--- src/a85d_pkg.sv ---
// Shared types and constants for the Ascii85 stream decoder.
package a85d_pkg;

  // Width of the open-group value: four digits stay below 85**4.
  localparam int unsigned ACC_W       = 26;
  // Width of a digit value and of a completed group value.
  localparam int unsigned DIGIT_W     = 7;
  localparam int unsigned GROUP_W     = 33;
  localparam int unsigned PAD_W       = 20;
  localparam int unsigned QUEUE_DEPTH = 2;
  localparam int unsigned QUEUE_AW    = $clog2(QUEUE_DEPTH);

  localparam logic [7:0] CHAR_SPACE = 8'h20;
  localparam logic [7:0] CHAR_BANG  = 8'h21;
  localparam logic [7:0] CHAR_U     = 8'h75;
  localparam logic [7:0] CHAR_Z     = 8'h7a;

  localparam logic [GROUP_W-1:0] RADIX = GROUP_W'(85);

  localparam logic       CMD_DATA  = 1'b0;
  localparam logic       CMD_FLUSH = 1'b1;

  localparam logic [1:0] STATUS_DATA  = 2'd0;
  localparam logic [1:0] STATUS_ERROR = 2'd1;
  localparam logic [1:0] STATUS_END   = 2'd2;

  typedef enum logic [1:0] {
    JOB_DATA,
    JOB_ERROR,
    JOB_END
  } job_kind_e;

  // One queued job: a data word with the index of its last byte, or a
  // single error or end result.
  typedef struct packed {
    job_kind_e   kind;
    logic [31:0] word;
    logic [1:0]  last_idx;
  } job_t;

  // Multiplier for padding an open group of nb digits with digit 84:
  // (v + 1) * 85**(5 - nb) - 1.
  function automatic logic [PAD_W-1:0] pad_factor(input logic [2:0] nb);
    logic [PAD_W-1:0] f;
    f = PAD_W'(85);
    unique case (nb)
      3'd2:    f = PAD_W'(614125);
      3'd3:    f = PAD_W'(7225);
      default: f = PAD_W'(85);
    endcase
    return f;
  endfunction

endpackage

--- src/a85d_front.sv ---
// Front end: accept characters, track the open group and queue result jobs.
module a85d_front (
  input  logic          clk_i,
  input  logic          rst_ni,
  input  logic          in_valid_i,
  output logic          in_stall_o,
  input  logic          cmd_i,
  input  logic [7:0]    char_in_i,
  input  logic          q_full_i,
  output logic          push_o,
  output a85d_pkg::job_t job_o
);
  import a85d_pkg::*;

  logic [ACC_W-1:0]         acc_q, acc_d;
  logic [2:0]               nb_q, nb_d;
  logic                     err_q, err_d;
  logic                     accept;
  logic [DIGIT_W-1:0]       digit;
  logic [GROUP_W-1:0]       grown;
  logic [ACC_W+PAD_W-1:0]   padded_prod;
  logic [GROUP_W-1:0]       padded;
  logic                     is_digit;

  assign in_stall_o = q_full_i;
  assign accept     = in_valid_i && !q_full_i;

  assign digit    = DIGIT_W'(char_in_i - CHAR_BANG);
  assign is_digit = (char_in_i >= CHAR_BANG) && (char_in_i <= CHAR_U);
  assign grown    = GROUP_W'(acc_q) * RADIX + GROUP_W'(digit);
  assign padded_prod = (ACC_W+PAD_W)'(acc_q + ACC_W'(1)) *
                       (ACC_W+PAD_W)'(pad_factor(nb_q));
  assign padded   = padded_prod[GROUP_W-1:0] - GROUP_W'(1);

  always_comb begin
    acc_d         = acc_q;
    nb_d          = nb_q;
    err_d         = err_q;
    push_o        = 1'b0;
    job_o.kind    = JOB_DATA;
    job_o.word    = '0;
    job_o.last_idx = 2'd3;
    if (accept) begin
      if (cmd_i == CMD_FLUSH) begin
        acc_d  = '0;
        nb_d   = '0;
        err_d  = 1'b0;
        push_o = 1'b1;
        if (err_q || nb_q == 3'd0) begin
          job_o.kind = JOB_END;
        end else if (nb_q == 3'd1 || padded[GROUP_W-1]) begin
          job_o.kind = JOB_ERROR;
        end else begin
          job_o.word     = padded[31:0];
          job_o.last_idx = 2'(nb_q - 3'd2);
        end
      end else if (!err_q && char_in_i > CHAR_SPACE) begin
        if (char_in_i == CHAR_Z && nb_q == 3'd0) begin
          push_o = 1'b1;
        end else if (is_digit) begin
          if (nb_q < 3'd4) begin
            acc_d = grown[ACC_W-1:0];
            nb_d  = nb_q + 3'd1;
          end else begin
            acc_d  = '0;
            nb_d   = '0;
            push_o = 1'b1;
            if (grown[GROUP_W-1]) begin
              job_o.kind = JOB_ERROR;
              err_d      = 1'b1;
            end else begin
              job_o.word = grown[31:0];
            end
          end
        end else begin
          // Stray character: drop the open group and report once.
          acc_d      = '0;
          nb_d       = '0;
          err_d      = 1'b1;
          push_o     = 1'b1;
          job_o.kind = JOB_ERROR;
        end
      end
    end
  end

  always_ff @(posedge clk_i or negedge rst_ni) begin
    if (!rst_ni) begin
      acc_q <= '0;
      nb_q  <= '0;
      err_q <= 1'b0;
    end else begin
      acc_q <= acc_d;
      nb_q  <= nb_d;
      err_q <= err_d;
    end
  end

endmodule

--- src/a85d_queue.sv ---
// Short job queue between the front and back ends.
module a85d_queue (
  input  logic           clk_i,
  input  logic           rst_ni,
  input  logic           push_i,
  input  a85d_pkg::job_t push_job_i,
  output logic           full_o,
  input  logic           pop_i,
  output a85d_pkg::job_t head_o,
  output logic           empty_o
);
  import a85d_pkg::*;

  job_t                entries_q [QUEUE_DEPTH];
  logic [QUEUE_AW-1:0] wr_ptr_q, rd_ptr_q;
  logic [QUEUE_AW:0]   count_q;

  assign full_o  = (count_q == (QUEUE_AW+1)'(QUEUE_DEPTH));
  assign empty_o = (count_q == '0);
  assign head_o  = entries_q[rd_ptr_q];

  always_ff @(posedge clk_i) begin
    if (push_i) begin
      entries_q[wr_ptr_q] <= push_job_i;
    end
  end

  always_ff @(posedge clk_i or negedge rst_ni) begin
    if (!rst_ni) begin
      wr_ptr_q <= '0;
      rd_ptr_q <= '0;
      count_q  <= '0;
    end else begin
      if (push_i) begin
        wr_ptr_q <= wr_ptr_q + QUEUE_AW'(1);
      end
      if (pop_i) begin
        rd_ptr_q <= rd_ptr_q + QUEUE_AW'(1);
      end
      if (push_i && !pop_i) begin
        count_q <= count_q + (QUEUE_AW+1)'(1);
      end else if (pop_i && !push_i) begin
        count_q <= count_q - (QUEUE_AW+1)'(1);
      end
    end
  end

endmodule

--- src/a85d_back.sv ---
// Back end: expand queued jobs into result requests behind an output register.
module a85d_back (
  input  logic           clk_i,
  input  logic           rst_ni,
  input  logic           empty_i,
  input  a85d_pkg::job_t head_i,
  output logic           pop_o,
  output logic           out_valid_o,
  input  logic           out_stall_i,
  output logic [7:0]     byte_out_o,
  output logic [1:0]     status_o,
  output logic           last_o
);
  import a85d_pkg::*;

  logic       out_valid_q;
  logic [7:0] byte_q, byte_d;
  logic [1:0] status_q, status_d;
  logic       last_q, last_d;
  logic [1:0] idx_q;
  logic       load;
  logic       emit;
  logic [7:0] sel_byte;

  assign load  = !out_valid_q || !out_stall_i;
  assign emit  = load && !empty_i;

  always_comb begin
    unique case (idx_q)
      2'd0:    sel_byte = head_i.word[31:24];
      2'd1:    sel_byte = head_i.word[23:16];
      2'd2:    sel_byte = head_i.word[15:8];
      default: sel_byte = head_i.word[7:0];
    endcase
  end

  always_comb begin
    byte_d   = 8'd0;
    status_d = STATUS_DATA;
    last_d   = 1'b1;
    unique case (head_i.kind)
      JOB_DATA: begin
        byte_d = sel_byte;
        last_d = (idx_q == head_i.last_idx);
      end
      JOB_ERROR: status_d = STATUS_ERROR;
      JOB_END:   status_d = STATUS_END;
      default:   status_d = STATUS_ERROR;
    endcase
  end

  assign pop_o = emit && last_d;

  always_ff @(posedge clk_i or negedge rst_ni) begin
    if (!rst_ni) begin
      out_valid_q <= 1'b0;
      idx_q       <= '0;
      byte_q      <= '0;
      status_q    <= STATUS_DATA;
      last_q      <= 1'b0;
    end else begin
      if (load) begin
        out_valid_q <= !empty_i;
      end
      if (emit) begin
        byte_q   <= byte_d;
        status_q <= status_d;
        last_q   <= last_d;
        idx_q    <= last_d ? 2'd0 : idx_q + 2'd1;
      end
    end
  end

  assign out_valid_o = out_valid_q;
  assign byte_out_o  = byte_q;
  assign status_o    = status_q;
  assign last_o      = last_q;

`ifndef NO_ASSERTIONS
  a_single_non_data: assert property (@(posedge clk_i) disable iff (!rst_ni)
    out_valid_q && status_q != STATUS_DATA |-> last_q)
    else $error("error or end result not marked last");

  a_zero_byte: assert property (@(posedge clk_i) disable iff (!rst_ni)
    out_valid_q && status_q != STATUS_DATA |-> byte_q == 8'd0)
    else $error("non-data result carries a byte");

  a_idx_in_job: assert property (@(posedge clk_i) disable iff (!rst_ni)
    !empty_i && head_i.kind == JOB_DATA |-> idx_q <= head_i.last_idx)
    else $error("byte index past end of job");

  a_idx_idle: assert property (@(posedge clk_i) disable iff (!rst_ni)
    empty_i |-> idx_q == 2'd0)
    else $error("byte index held with no job queued");
`endif

endmodule

--- src/ascii85_stream_decoder.sv ---
// Top level of the Ascii85 stream decoder: front end, job queue and back end.
//
// Takes one Ascii85 character, or a flush, per request and returns decoded
// bytes most significant first. Characters at or below space are skipped;
// 'z' at a group start gives four zero bytes; a fifth digit completes a group
// and gives four bytes, or one format error if the group exceeds 32 bits.
// Any other character gives one format error, after which data is ignored
// until a flush. A flush finishes an open group (padded with digit 84) into
// one to three bytes, gives an error for a lone digit or a padded group
// over 32 bits, or a stream-end result otherwise, and returns the decoder to
// its reset state. Every result carries last on the final result caused by
// its input request. The front end takes one input request per cycle; the
// back end delivers one result per cycle unless the output stalls, so a
// request that yields four bytes holds the back end until all four are out.
// A two-entry job queue between them lets input continue while earlier
// bytes drain; the input stalls only when that queue is full.
module ascii85_stream_decoder (
  input  logic       clk_i,
  input  logic       rst_ni,
  input  logic       in_valid_i,
  output logic       in_stall_o,
  input  logic       cmd_i,
  input  logic [7:0] char_in_i,
  output logic       out_valid_o,
  input  logic       out_stall_i,
  output logic [7:0] byte_out_o,
  output logic [1:0] status_o,
  output logic       last_o
);
  import a85d_pkg::*;

  logic q_full;
  logic q_empty;
  logic push;
  logic pop;
  job_t push_job;
  job_t head_job;

  // Classify characters and build jobs.
  a85d_front u_front (
    .clk_i      (clk_i),
    .rst_ni     (rst_ni),
    .in_valid_i (in_valid_i),
    .in_stall_o (in_stall_o),
    .cmd_i      (cmd_i),
    .char_in_i  (char_in_i),
    .q_full_i   (q_full),
    .push_o     (push),
    .job_o      (push_job)
  );

  // Decouple the two sides.
  a85d_queue u_queue (
    .clk_i      (clk_i),
    .rst_ni     (rst_ni),
    .push_i     (push),
    .push_job_i (push_job),
    .full_o     (q_full),
    .pop_i      (pop),
    .head_o     (head_job),
    .empty_o    (q_empty)
  );

  // Expand jobs into result requests.
  a85d_back u_back (
    .clk_i       (clk_i),
    .rst_ni      (rst_ni),
    .empty_i     (q_empty),
    .head_i      (head_job),
    .pop_o       (pop),
    .out_valid_o (out_valid_o),
    .out_stall_i (out_stall_i),
    .byte_out_o  (byte_out_o),
    .status_o    (status_o),
    .last_o      (last_o)
  );

endmodule
--- config.mk ---
export PLATFORM = sky130hd
export DESIGN_NAME = ascii85_stream_decoder
export DESIGN_NICKNAME = d
export VERILOG_FILES = /design/src/a85d_pkg.sv /design/src/a85d_front.sv /design/src/a85d_queue.sv /design/src/a85d_back.sv /design/src/ascii85_stream_decoder.sv
export SDC_FILE = /design/constraint.sdc
export NUM_CORES = 1
export LEC_CHECK = 0
export BUFFER_PORTS_ARGS = -buffer_cell sky130_fd_sc_hd__buf_2
export CAP_MARGIN = 20
export CELL_PAD_IN_SITES_DETAIL_PLACEMENT = 0
export CELL_PAD_IN_SITES_GLOBAL_PLACEMENT = 2
export CORE_MARGIN = 8
export CORE_UTILIZATION = 39
export CTS_CLUSTER_DIAMETER = 120
export DETAILED_ROUTE_END_ITERATION = 6
export PLACE_DENSITY_LB_ADDON = 0.1
export SYNTH_ARGS = -nofsm -noshare
export SYNTH_HDL_FRONTEND = slang
export SYNTH_SLANG_ARGS = --single-unit
--- constraint.sdc ---
create_clock -name clk_i -period 7.9 [get_ports clk_i]
set_clock_uncertainty 0.2 [all_clocks]
set_input_delay 0.79 -clock clk_i [delete_from_list [all_inputs] [get_ports clk_i]]
set_output_delay 0.79 -clock clk_i [all_outputs]
set_load 0.01 [all_outputs]
==> results_dict.tcl <==
set metrics [dict create \
    outcome "finished with violations" \
    violations "setup timing" \
    timing.setup.tns_ns -16.69 \
    layout_common_cells "inv_1, buf_4, fa_1" \
    path_clk_slew_ns 0.07 \
    crit_slowest_cell "fa_1" \
    grt.total_usage 0.2218 \
    crit_path_end_kind "flop" \
    final_nets 3192 \
    routed_wl_um 66300 \
    syn_inst 2210 \
    die_x_um 246.5 \
    wl_per_cell_um 20.10 \
    vias 16330 \
    maxSlewViolCount 0 \
    synth_flop_cell "edfxtp_1" \
    hold_class "in2async" \
    crit_top_cell "fa_1" \
    drtPass1Iterations 7 \
    io_buffer_count 25 \
    relSlewSlack 0.4196 \
    dp.final_hpwl_um 57460 \
    yosysWarnings 0 \
    synth-async-reset-ratio 0.4000 \
    grt_max_degree 49 \
    core_um2 52550 \
    fmax_mhz 121.4 \
    period_share 1.042 \
    synth_nets 2808 \
    ys_ff_latch 120 \
    final_common_cell "inv_1" \
    setup_violations 70 \
    criticalPathCategory "reg2reg" \
    crit_buf_inv 9 \
    avgSynthCellArea_um2 9.378 \
    clkLatencyLatePin_ns 0.43 \
    period_minus_slack_ns 8.235 \
    layout-drive-gt1-share 0.2539 \
    cp_top_family "adder cells" \
    required_ns 7.85 \
    die_h_um 246.5 \
    start_util 0.3944 \
    area_growth_pct 27.09 \
    whs_ns 0.2808 \
    htreeDepth 4 \
    grt_pass1_vias 17540 \
    grt_overflow 0 \
    cts_buffers 17 \
    cts_tree "yes" \
    clk_path_buf_depth 2 \
    place.gp.congestion 0.9207 \
    vias_per_cell 4.950 \
    cts.sinks 120 \
    maxCapViolations 0 \
    grt_first_pass_wirelength_um 102600 \
    hold_viol_final 0 \
    final.setup.worst_slack_ns -0.3349 \
    die-area_um2 60770 \
    antenna_found_initial 2 \
    cp_max_fo 7 \
    cts_root_buf "clkbuf_16" \
    synth_edf_count 72 \
    cp_slowest_stage_delay_ns 0.55 \
    synth_cell_types 76 \
    rsz0062_at_grt "yes" \
    startpoint_type "flop" \
    num_rows 84 \
    worst_pin_slew_ns 0.8706 \
    synth-seq-area-share 0.1623 \
    drc_errors 0 \
    syn_area_um2 20720 \
    n_fill_cell 5085 \
    postRouteAntennaNets 0 \
    drtIter0Drc 886 \
    cp.arrival_ns 8.19 \
    io_pins 26 \
]
## state kept, by name, indices dropped and copies added (netlist names)
name	count
u_back.byte_out_o	8
u_back.idx_q	2
u_back.last_o	1
u_back.out_valid_o	1
u_back.status_o	2
u_front.acc_q	26
u_front.err_q	1
u_front.nb_q	3
u_queue.count_q	2
u_queue.entries_q	72
u_queue.rd_ptr_q	1
u_queue.wr_ptr_q	1
## metal layers
metal,track usage,vias to the layer above,part of all wire
met5,0,-,0
met4,0.04520,0,0.019
met3,0.03595,66,0.056
met2,0.3619,318,0.47
met1,0.3091,8111,0.45
li1,-,7831,-
## per-stage QoR
stage,instances,setup WS [ns],area (um^2),utilization
5_1_grt,3295,-0.6278,26330,0.5011
6_report,3298,-0.3349,26340,0.5012
4_1_cts,3270,-0.2460,25680,0.4887
3_5_place_dp,3227,-0.6721,24500,0.4663
3_3_place_gp,3227,-0.4850,24500,0.4663
2_1_floorplan,2210,0.005468,20950,-
## final cells by class
| class | instances | area [um^2] | area share |
|---|---|---|---|
| antenna | 3 | 7.507 | 0.0002850 |
| clock buffer | 17 | 425.4 | 0.01615 |
| clock inverter | 15 | 130.1 | 0.004940 |
| inverter | 608 | 2291 | 0.08698 |
| multi-input combinational | 1440 | 15970 | 0.6063 |
| sequential | 120 | 3372 | 0.1280 |
| tap | 688 | 860.8 | 0.03268 |
| timing repair buffer | 407 | 3283 | 0.1246 |
## logic make-up after synthesis
family	after synthesis	share of synthesized area
AO/OA/AOI/OAI	336	0.1055
XOR/XNOR	111	0.04890
multiplexers	14	0.01165
AND/OR/NAND/NOR	394	0.08899
adder cells (fa/ha/maj)	585	0.4644
buffers and inverters	650	0.1183
flip-flops	120	0.1623
## synth_stat cells (all sizes together) (9+ instances only)
master	count	area [um^2]
a21o	33	247.7
nor2	122	460.5
dfrtp	48	1201
ha	278	3478
o22ai	14	87.58
a22o	16	140.1
clkbuf	34	128.9
and3	10	62.56
nand3	26	135.1
o21ai	64	320.3
or2	10	62.56
fa	307	6146
a222oi	16	160.2
o211ai	9	67.56
a21oi	101	505.5
xor2	33	289.0
o31ai	12	90.09
nand4	10	83.83
a22oi	16	120.1
xnor2	75	656.9
nand2	148	555.5
nor3	11	71.32
nand2b	10	62.56
inv	608	2282
nor2b	10	62.56
edfxtp	72	2162
## final timing paths
path	to	slack (ns)	cells past startpoint	from
min	u_front.acc_q[20]	0.28	2	rst_ni
max in group asynchronous	u_front.acc_q[8]	6.68	2	rst_ni
max reg2reg	u_queue.entries_q[1][23]	-0.33	34	u_front.acc_q[0]
min reg2reg	u_back.out_valid_o	0.28	2	u_back.out_valid_o
min in group clk_i	u_back.out_valid_o	0.28	2	u_back.out_valid_o
max	u_queue.entries_q[1][23]	-0.33	34	u_front.acc_q[0]
## timing repair
item,in CTS,in global routing
resized for setup,118,100
buffers inserted,12,23
endpoints found under the setup margin,70,70
cloned,1,3
pin swaps,68,57
hold buffers,0,0
Power is left out: the tool's default activity adds up to more than one toggle a clock period on the data nets, which glitch-free logic cannot reach.
